--- config.mk ---
export PLATFORM = sky130hd
export DESIGN_NAME = mcbp_ctrl
export DESIGN_NICKNAME = d
export VERILOG_FILES = /design/src/rtl/assert_macros.svh /design/src/rtl/mcbp_pkg.sv /design/src/rtl/mcbp_ctrl.sv
export SDC_FILE = /design/constraint.sdc
export NUM_CORES = 1
export LEC_CHECK = 0
export BUFFER_PORTS_ARGS = -buffer_cell sky130_fd_sc_hd__clkbuf_2
export CORE_AREA = 2 2 39 41
export CTS_CLUSTER_DIAMETER = 100
export DETAILED_ROUTE_END_ITERATION = 8
export DIE_AREA = 0 0 41 43
export GPL_ROUTABILITY_DRIVEN = 1
export PLACE_DENSITY = 0.3
export SYNTH_ARGS = -nofsm -noshare
export SYNTH_HDL_FRONTEND = slang
export SYNTH_SLANG_ARGS = --single-unit
--- constraint.sdc ---
create_clock -name clk -period 1.16 [get_ports clk]
set_input_delay 0.174 -clock clk [delete_from_list [all_inputs] [get_ports clk]]
set_output_delay 0.174 -clock clk [all_outputs]
set_load 0.005 [all_outputs]
--- src/rtl/assert_macros.svh ---
// ---------------------------------------------------------------------------
// Assertion macros shared by the byte pipe RTL
// ---------------------------------------------------------------------------
`ifndef ASSERT_MACROS_SVH
`define ASSERT_MACROS_SVH

// Clocked check, masked while reset is held
`define MCBP_ASSERT(lbl, prop, msg) \
  lbl: assert property (@(posedge clk) disable iff (!rst_n) prop) else $error(msg);

// Clocked check that also covers reset cycles
`define MCBP_ASSERT_RST(lbl, prop, msg) \
  lbl: assert property (@(posedge clk) prop) else $error(msg);

`endif

--- src/rtl/mcbp_pkg.sv ---
// ---------------------------------------------------------------------------
// mcbp_pkg
// Sizes, codes and word types of the multi-channel byte pipe.
// ---------------------------------------------------------------------------
package mcbp_pkg;

  localparam int NUM_CHANNELS = 8;
  localparam int BUF_DEPTH    = 256;
  localparam int MAX_READ     = 64;

  localparam int CH_W   = (NUM_CHANNELS > 1) ? $clog2(NUM_CHANNELS) : 1;
  localparam int IDX_W  = $clog2(BUF_DEPTH);
  localparam int FILL_W = $clog2(BUF_DEPTH + 1);
  localparam int LEN_W  = $clog2(MAX_READ + 1);
  localparam int ADDR_W = $clog2(NUM_CHANNELS * BUF_DEPTH);

  localparam logic [1:0] CMD_ALLOC = 2'd0;
  localparam logic [1:0] CMD_WRITE = 2'd1;
  localparam logic [1:0] CMD_READ  = 2'd2;
  localparam logic [1:0] CMD_CLOSE = 2'd3;

  localparam logic [2:0] STAT_OK    = 3'd0;
  localparam logic [2:0] STAT_BAD   = 3'd1;
  localparam logic [2:0] STAT_FULL  = 3'd2;
  localparam logic [2:0] STAT_EMPTY = 3'd3;
  localparam logic [2:0] STAT_TABLE = 3'd4;

  typedef struct packed {
    logic [1:0] command;
    logic [3:0] channel;
    logic [7:0] wr_byte;
    logic [6:0] read_length;
  } in_word_t;

  typedef struct packed {
    logic [2:0] status;
    logic [7:0] rd_byte;
    logic       byte_valid;
    logic       last;
    logic [2:0] given_channel;
    logic       wake;
    logic [8:0] fill_level;
  } out_word_t;

  // controller to datapath
  typedef struct packed {
    logic load;
    logic exec;
    logic step;
  } ctl_t;

  // datapath to controller
  typedef struct packed {
    logic more;
  } sts_t;

endpackage

--- src/rtl/mcbp_ctrl.sv ---
// ---------------------------------------------------------------------------
// mcbp_ctrl
// Command sequencer: accept, execute, then stream read bytes.
// ---------------------------------------------------------------------------
module mcbp_ctrl import mcbp_pkg::*; (
  input  logic clk,
  input  logic rst_n,
  input  logic start,
  input  sts_t sts,
  output ctl_t ctl,
  output logic busy
);

  typedef enum logic [1:0] {
    ST_IDLE,
    ST_EXEC,
    ST_READ
  } state_t;

  state_t state_r, state_nxt;
  logic   busy_r;

  always_comb begin
    ctl.load  = start && !busy_r;
    ctl.exec  = (state_r == ST_EXEC);
    ctl.step  = (state_r == ST_READ);
    state_nxt = state_r;
    unique case (state_r)
      ST_IDLE: begin
        if (ctl.load) state_nxt = ST_EXEC;
      end
      ST_EXEC: begin
        state_nxt = sts.more ? ST_READ : ST_IDLE;
      end
      ST_READ: begin
        if (!sts.more) state_nxt = ST_IDLE;
      end
      default: state_nxt = ST_IDLE;
    endcase
  end

  always_ff @(posedge clk) begin
    if (!rst_n) begin
      state_r <= ST_IDLE;
      busy_r  <= 1'b0;
    end else begin
      state_r <= state_nxt;
      busy_r  <= (state_nxt != ST_IDLE);
    end
  end

  assign busy = busy_r;

endmodule

==> results.cfg, run 1 <==
[worst_setup_path]
cp_cell_sequence = and2b_1 > clkbuf_2
path_class = reg2out
slowest_delay_ns = 0.35
cp-start-kind = flop
crit_slowest_cell = dfxtp_2
cp_max_fo = 6
path_delay_family = flip-flops
critPathBufInv = 1
crit_required_ns = 0.99
cp.arrival_ns = 0.90
end_kind = output port

[global_route]
antenna_found_initial = 0
grt_pass1_wl_um = 503
grt_max_degree = 7
grt_use_total_pct = 5.522
grt_pass1_vias = 156
overflow = 0

[cts]
cts_made_buffers = 3
clkSinkCount = 3
cts.path.max_buffers = 2
cts_tree = yes
cts-htree-levels = 1
post-cts-setup-buffer-count = 0
clk_latency_ns = 0.24
cts_root_buf = clkbuf_4
cts_hold_buffers = 0
cts.clk_slew.worst_paths_ns = 0.04

[route]
drc_errors = 0
drtAntennaViolNets = 0
drtIter0Drc = 1
vias_per_cell = 3.525
firstDrtPassIters = 2
wl_per_cell_um = 8.225
routed_wl_um = 329
num_vias = 141

[floorplan]
start_util_pct = 9.946
die_y_um = 43
die_area_um2 = 1763
die_w_um = 41
core_area_um2 = 1384
pin_count = 8
row_count = 14

[pwr]
power-per-cell-area_nw_per_um2 = 1541
ir_worst_vdd_v = 0.0002359
cellLeakagePower_nw = 0.1153
total_power_mw = 0.3451

[synthesis]
ys_types = 10
synth-seq-area-share_pct = 43.64
post-synth-top-area-fraction_pct = 43.64
syn_avg_cell_area_um2 = 10.59
syn_inst = 13
ys_ff_latch = 3
syn-num-nets = 17
synth_area_leader_cell = dfxtp_1
synth_warnings = 0
synth_area_leaders = dfxtp_1 (44%), a221oi_2 (11%), nor2b_1 (9.1%), o211a_1 (7.3%), nor4b_1 (6.4%)
netlist_area_um2 = 137.6

[job]
maxCapViolCount = 0

[place]
gp_congestion = 0.5895
numPortBuffers = 7

[layout]
antenna_cells = 0
syn2layout_area_growth_pct = 62.73
final_common_cell = clkbuf_2
drive_gt1_share_pct = 58.33
fin_nets = 29
mostFrequentLayoutCells = clkbuf_2 (7), clkbuf_4 (3), dfxtp_2 (2)
nFillCells = 171

[sta]
relSlewSlack_pct = 84.89
rsz0062_at_grt = no
slew_viol_final = 0
fin_setup_tns_ns = 0
fmax_ghz = 0.9336
tightest_slew_ns = 0.2234
clock_skew_ns = 0.002686
fin_crit_sh_pct = 92.34
post-route-min-period_ns = 1.071
hold_viol_final = 0
finalSetupViolCount = 0

[run_status]
outcome = finished, final reports clean

[worst_hold_path]
hold_class = in2reg
Yosys cell counts:
| cell type | n |
|---|---|
| or3b_1 | 1 |
| dfxtp_1 | 3 |
| and2b_1 | 1 |
| a21oi_1 | 1 |
| inv_1 | 1 |
| nor4b_1 | 1 |
| o211a_1 | 1 |
| nor2b_1 | 2 |
| nand2b_1 | 1 |
| a221oi_2 | 1 |
per-stage QoR:
stage               cells  hold WS [ns]  instance area [um2]  utilization, %  worst slack (ns)
floorplan              13        0.3074                137.6               -            0.1927
global placement       36        0.4240                192.7           13.92            0.1160
detailed placement     36        0.4190                192.7           13.92            0.1130
CTS                    40        0.1657                219.0           15.82         0.0006649
global route           40        0.1552                224.0           16.18           0.03194
finish                 40        0.1654                224.0           16.18           0.08889
flip-flops by register name, indices dropped and copies added, names as in the netlist:
register  count
state_r       2
busy          1
routing by layer:
metal	up-vias	routed length [um]	track usage [%]
met1	69	83	1.929
li1	68	-	-
met3	2	1	3.141
met4	0	13	12.00
met2	2	231	7.813
met5	-	0	0
worst paths after layout:
check / slack (ns) / start / endpoint / cells after the start
worst max register to register: 0.14 / state_r[0] / busy / 2
worst max-delay path: 0.09 / state_r[0] / ctl[0] / 2
worst min-delay path: 0.17 / rst_n / state_r[1] / 2
worst min register to register: 0.45 / state_r[0] / state_r[0] / 1
layout make-up:
cell class	count	area, um2	area share [%]
multi-input combinational	9	76.32	34.08
sequential	3	62.56	27.93
timing repair buffer	7	35.03	15.64
clock buffer	4	26.28	11.73
tap	16	20.02	8.939
inverter	1	3.754	1.676
report_power, final:
group | switching (mW) | internal (mW) | total [mW]
Combinational | 0.0170 | 0.0230 | 0.0400
Clock | 0.0574 | 0.129 | 0.187
Sequential | 0.00689 | 0.112 | 0.119
Total | 0.0813 | 0.264 | 0.345
kinds of logic (layout without fill, tap and decap cells):
group | Yosys count | in the layout | synth area share, %
DFF | 3 | 3 | 43.64
buffers and inverters | 1 | 12 | 2.725
and+or+nand+nor | 6 | 6 | 31.82
AOI/OAI and AO/OA | 3 | 3 | 21.81
timing repair:
item | 4_1_cts | 5_1_grt
resized for setup | 0 | 3
endpoints found under the hold margin | 0 | 0
endpoints found under the setup margin | 0 | 2
Power figures use the tool's default switching activity.
==> run 2, diff against run 1 <==
==> constraint.sdc (replaced) <==
create_clock -name clk -period 1.16 [get_ports clk]
set_input_delay 0.174 -clock clk [delete_from_list [all_inputs] [get_ports clk]]
set_output_delay 0.174 -clock clk [all_outputs]
set_load 0.1 [all_outputs]
==> run 2 against run 1 <==
Compared with the run above: maximum frequency shrank 6.9%; largest cell class is now non-clock buffers; global-route usage shrank 0.21 points; cell area grew 42%; first-iteration DRC count is the same; clock-buffer cell count is the same; worst setup slack lost 0.080 ns; sequential power is essentially flat; clock skew grew 0.0021 ns; highest routed layer is now met3; non-clock buffer count grew 1; critical path depth is the same.
==> results.cfg, run 2 (synthesized netlist as in run 1, its figures left out) <==
[cts]
cts.clk_slew.worst_paths_ns = 0.03
cts.path.max_buffers = 2
cts-htree-levels = 1
cts_root_buf = clkbuf_4
clk_latency_ns = 0.23
cts_tree = yes
clkSinkCount = 3
cts_made_buffers = 3

[layout]
final_common_cell = buf_12
regMostFlops = state_r
drive_gt1_share_pct = 76.00
antenna_cells = 0
nFillCells = 160
mostFrequentLayoutCells = buf_12 (4), clkbuf_4 (3), clkbuf_2 (3)
largest_reg_flops = 2
fin_nets = 30
fin_cells = 41
syn2layout_area_growth_pct = 130.9

[route]
routed_wl_um = 367
drtAntennaViolNets = 0
firstDrtPassIters = 3
drc_errors = 0
wl_per_cell_um = 8.951
num_vias = 144
vias_per_cell = 3.512
drtIter0Drc = 1

[worst_setup_path]
crit_path_start = state_r[0]
cp_max_fo = 3
cp-start-kind = flop
path_class = reg2out
end_kind = output port
worst_r2r_path_depth = 3
rrSetupSlack_ns = 0.05
reg2reg_to = busy
rr_startpoint = state_r[0]
endpoint = ctl[0]
crit_required_ns = 0.99
cp.arrival_ns = 0.98

[sta]
fin_setup_tns_ns = 0
fin_crit_sh_pct = 99.22
fmax_ghz = 0.8689
tightest_slew_ns = 0.2276
slew_viol_final = 0
finalSetupViolCount = 0
setup_ws_ns = 0.009059
hold_viol_final = 0
relSlewSlack_pct = 84.62
clock_skew_ns = 0.004830
post-route-min-period_ns = 1.151
rsz0062_at_grt = yes

[pwr]
power-per-cell-area_nw_per_um2 = 1436
p_sw_mw = 0.1517
seqPwrFrac_pct = 26.5
p_comb_share_pct = 35.5
ir_worst_vdd_v = 0.0007185
power.share.clock_pct = 38.1
internal-power_mw = 0.3047
swShare_pct = 33.24
cellLeakagePower_nw = 0.1458

[global_route]
grt_pass1_wl_um = 634
grt_pass1_vias = 158
antenna_found_initial = 0
grt_max_degree = 6
overflow = 0
grt_use_total_pct = 5.316

[place]
gp_congestion = 0.5709
pre_cts_slack_ns = 0.1315
numPortBuffers = 7
placedCellCount = 36
hpwl_um = 280.6

[worst_hold_path]
hold_class = in2reg

[job]
maxCapViolCount = 0

[floorplan]
die_w_um = 41
pin_count = 8
core_area_um2 = 1384
die_area_um2 = 1763
row_count = 14
die_y_um = 43
start_util_pct = 9.946

[run_status]
outcome = finished, final reports clean
[run 2: cell count changes in the layout (fill, tap and decap cells not counted), moves of 2 or more]
| cell | previous run | this run |
|---|---|---|
| buf_12 | 0 | 4 |
| clkbuf_2 | 7 | 3 |
| nor2b_4 | 0 | 2 |
| dfxtp_4 | 0 | 2 |
[run 2: how the worst min path moves through the flow]
| stage | slack, ns | cells after the start | start | end |
|---|---|---|---|---|
| 6_report | 0.18 | 2 | rst_n | state_r[1] |
| 5_1_grt | 0.19 | 2 | rst_n | state_r[1] |
| 4_1_cts | 0.18 | 2 | rst_n | state_r[1] |
| 3_5_place_dp | 0.43 | 3 | rst_n | busy |
| 3_3_place_gp | 0.42 | 3 | rst_n | busy |
| 2_1_floorplan | 0.31 | 1 | rst_n | state_r[1] |
[run 2: area by class of cell]
class                      count  area [um2]  share of cell area (%)
sequential                     3       68.82                   21.65
tap                           16       20.02                   6.299
clock buffer                   4       26.28                   8.268
timing repair buffer           8       106.4                   33.46
multi-input combinational      9       92.59                   29.13
inverter                       1       3.754                   1.181
[run 2: repair_timing]
action,CTS,global route
hold buffers,0,0
setup endpoints to repair,2,2
endpoints found under the hold margin,0,0
pin swaps,0,2
buffers inserted,1,0
gates resized for setup,2,3
[run 2: layer usage]
metal	up-vias	GRT usage, %	share of wire (%)
met4	0	0	0
met3	0	4.712	9.8
met5	-	0	0
li1	73	-	-
met2	8	7.187	46
met1	63	6.731	44
[run 2: worst max-delay path: stages, from the launching register on]
cell,delay [ns]
dfxtp_2,0.34
and2b_2,0.25
buf_12,0.17
[run 2: through the flow]
stage	utilization (%)	area (um2)	hold slack (ns)	power, mW
3_5_place_dp	19.71	272.8	0.4262	0.2767
5_1_grt	22.97	317.8	0.1862	0.4836
2_1_floorplan	-	157.7	0.3074	0.2198
4_1_cts	22.33	309.0	0.1840	0.4628
6_report	22.97	317.8	0.1797	0.4564
3_3_place_gp	19.71	272.8	0.4244	0.2763
[run 2: power groups by stage]
stage | sequential [mW] | clock (mW) | combinational, mW
finish | 0.121 | 0.174 | 0.162
global route | 0.122 | 0.192 | 0.169
CTS | 0.122 | 0.182 | 0.158
detailed placement | 0.124 | 0 | 0.153
global placement | 0.124 | 0 | 0.152
floorplan | 0.144 | 0 | 0.0757
==> run 3, diff against run 2 <==
--- a/config.mk
+++ b/config.mk
@@ -11,7 +11,9 @@
 export DETAILED_ROUTE_END_ITERATION = 8
 export DIE_AREA = 0 0 41 43
 export GPL_ROUTABILITY_DRIVEN = 1
+export MAX_ROUTING_LAYER = met4
 export PLACE_DENSITY = 0.3
+export SETUP_SLACK_MARGIN = 0.1
 export SYNTH_ARGS = -nofsm -noshare
 export SYNTH_HDL_FRONTEND = slang
 export SYNTH_SLANG_ARGS = --single-unit
==> run 3 against run 2 <==
Compared with the run above: global-route usage rose by 0.23 points; non-clock buffer count grew 2; critical endpoint unchanged; die area stayed put; cell count rose by 4.9%.
==> results.cfg, run 3 (synthesized netlist as in run 1, its figures left out) <==
[run_status]
outcome = finished, final reports clean

[sta]
hold_viol_final = 0
post-route-min-period_ns = 1.141
clock_skew_ns = 0.002111
tightest_slew_ns = 0.2128
fin_crit_sh_pct = 98.36
relSlewSlack_pct = 85.62
holdWs_ns = 0.1722
finalSetupViolCount = 0
slew_viol_final = 0
fmax_ghz = 0.8765
rsz0062_at_grt = yes

[route]
firstDrtPassIters = 2
vias_per_cell = 3.465
drtAntennaViolNets = 0
num_vias = 149
wl_per_cell_um = 8.070
drc_errors = 0
drtIter0Drc = 1
routed_wl_um = 347

[layout]
nFillCells = 149
antenna_cells = 0
regMostFlops = state_r
final_common_cell = buf_12
fin_area_um2 = 332.8
drive_gt1_share_pct = 77.78
largest_reg_flops = 2
mostFrequentLayoutCells = buf_12 (4), clkbuf_4 (3), clkbuf_2 (3)
syn2layout_area_growth_pct = 141.8
fin_nets = 32

[worst_setup_path]
path_class = reg2out
cp.arrival_ns = 0.97
cp-start-kind = flop
crit_required_ns = 0.99
slowest_delay_ns = 0.35
critPathBufInv = 1
path_delay_family = flip-flops
end_kind = output port
cp_max_fo = 4
crit_slowest_cell = dfxtp_4
cp_cell_sequence = and2b_2 > buf_12

[global_route]
grt_pass1_wl_um = 621
grt_use_total_pct = 5.550
grt_pass1_vias = 162
overflow = 0
grt_max_degree = 6
antenna_found_initial = 0

[place]
post_dp_cell_area_um2 = 272.8
numPortBuffers = 7
gp_congestion = 0.6016

[worst_hold_path]
hold_class = in2reg

[floorplan]
row_count = 14
die_w_um = 41
die_area_um2 = 1763
core_area_um2 = 1384
pin_count = 8
start_util_pct = 9.946
die_y_um = 43

[pwr]
ir_worst_vdd_v = 0.0007167
power-per-cell-area_nw_per_um2 = 1399
cellLeakagePower_nw = 0.1565

[cts]
cts-htree-levels = 1
cts_root_buf = clkbuf_4
cts_tree = yes
cts_made_buffers = 3
cts.path.max_buffers = 2
cts.clk_slew.worst_paths_ns = 0.03
clkSinkCount = 3
clk_latency_ns = 0.23

[job]
maxCapViolCount = 0
-- run 3: cell types whose count changed in the layout (fill, tap and decap cells not counted) --
cell   delta
buf_4     +2
-- run 3: timing repair --
item,in CTS,in global routing
setup buffers,2,1
gates cloned,0,0
setup endpoints to repair,4,5
gates resized for setup,3,2
hold buffers,0,0
endpoints found under the hold margin,0,0
-- run 3: layout make-up --
class / instances / area [um2] / area share [%]
Tap cell: 16 / 20.02 / 6.015
Clock buffer: 4 / 26.28 / 7.895
Multi-Input combinational cell: 9 / 92.59 / 27.82
Inverter: 1 / 3.754 / 1.128
Sequential cell: 3 / 68.82 / 20.68
Timing Repair Buffer: 10 / 121.4 / 36.47
-- run 3: power by group --
group	switching, mW	internal, mW	leakage (nW)
clock network	0.0485	0.129	0.0150
registers	0.00794	0.110	0.0264
logic	0.0986	0.0717	0.115
-- run 3: layer usage --
metal	track usage [%]	up-vias	share of wire (%)
met5	-	-	0
met2	6.563	8	37
met3	6.283	0	6.6
met1	6.731	65	56
met4	0	0	0
li1	-	76	-
-- run 3: through the flow --
| step | std cells | util [%] | total power [mW] | worst slack [ns] | TNS [ns] |
|---|---|---|---|---|---|
| 2_1_floorplan | 13 | - | 0.2198 | -0.1686 | -0.1962 |
| 3_3_place_gp | 36 | 19.71 | 0.2755 | 0.1229 | 0 |
| 3_5_place_dp | 36 | 19.71 | 0.2759 | 0.1271 | 0 |
| 4_1_cts | 42 | 23.06 | 0.4688 | 0.0007572 | 0 |
| 5_1_grt | 43 | 24.05 | 0.4965 | -0.01204 | -0.01875 |
| 6_report | 43 | 24.05 | 0.4655 | 0.01904 | 0 |
-- run 3: path summary, 6_finish.rpt --
check / from / to / slack (ns) / depth (start not counted)
worst max-delay path: state_r[1] / ctl[0] / 0.02 / 2
worst min-delay path: rst_n / state_r[1] / 0.17 / 2
worst max register to register: state_r[0] / busy / 0.04 / 3
worst min register to register: state_r[0] / state_r[0] / 0.52 / 2
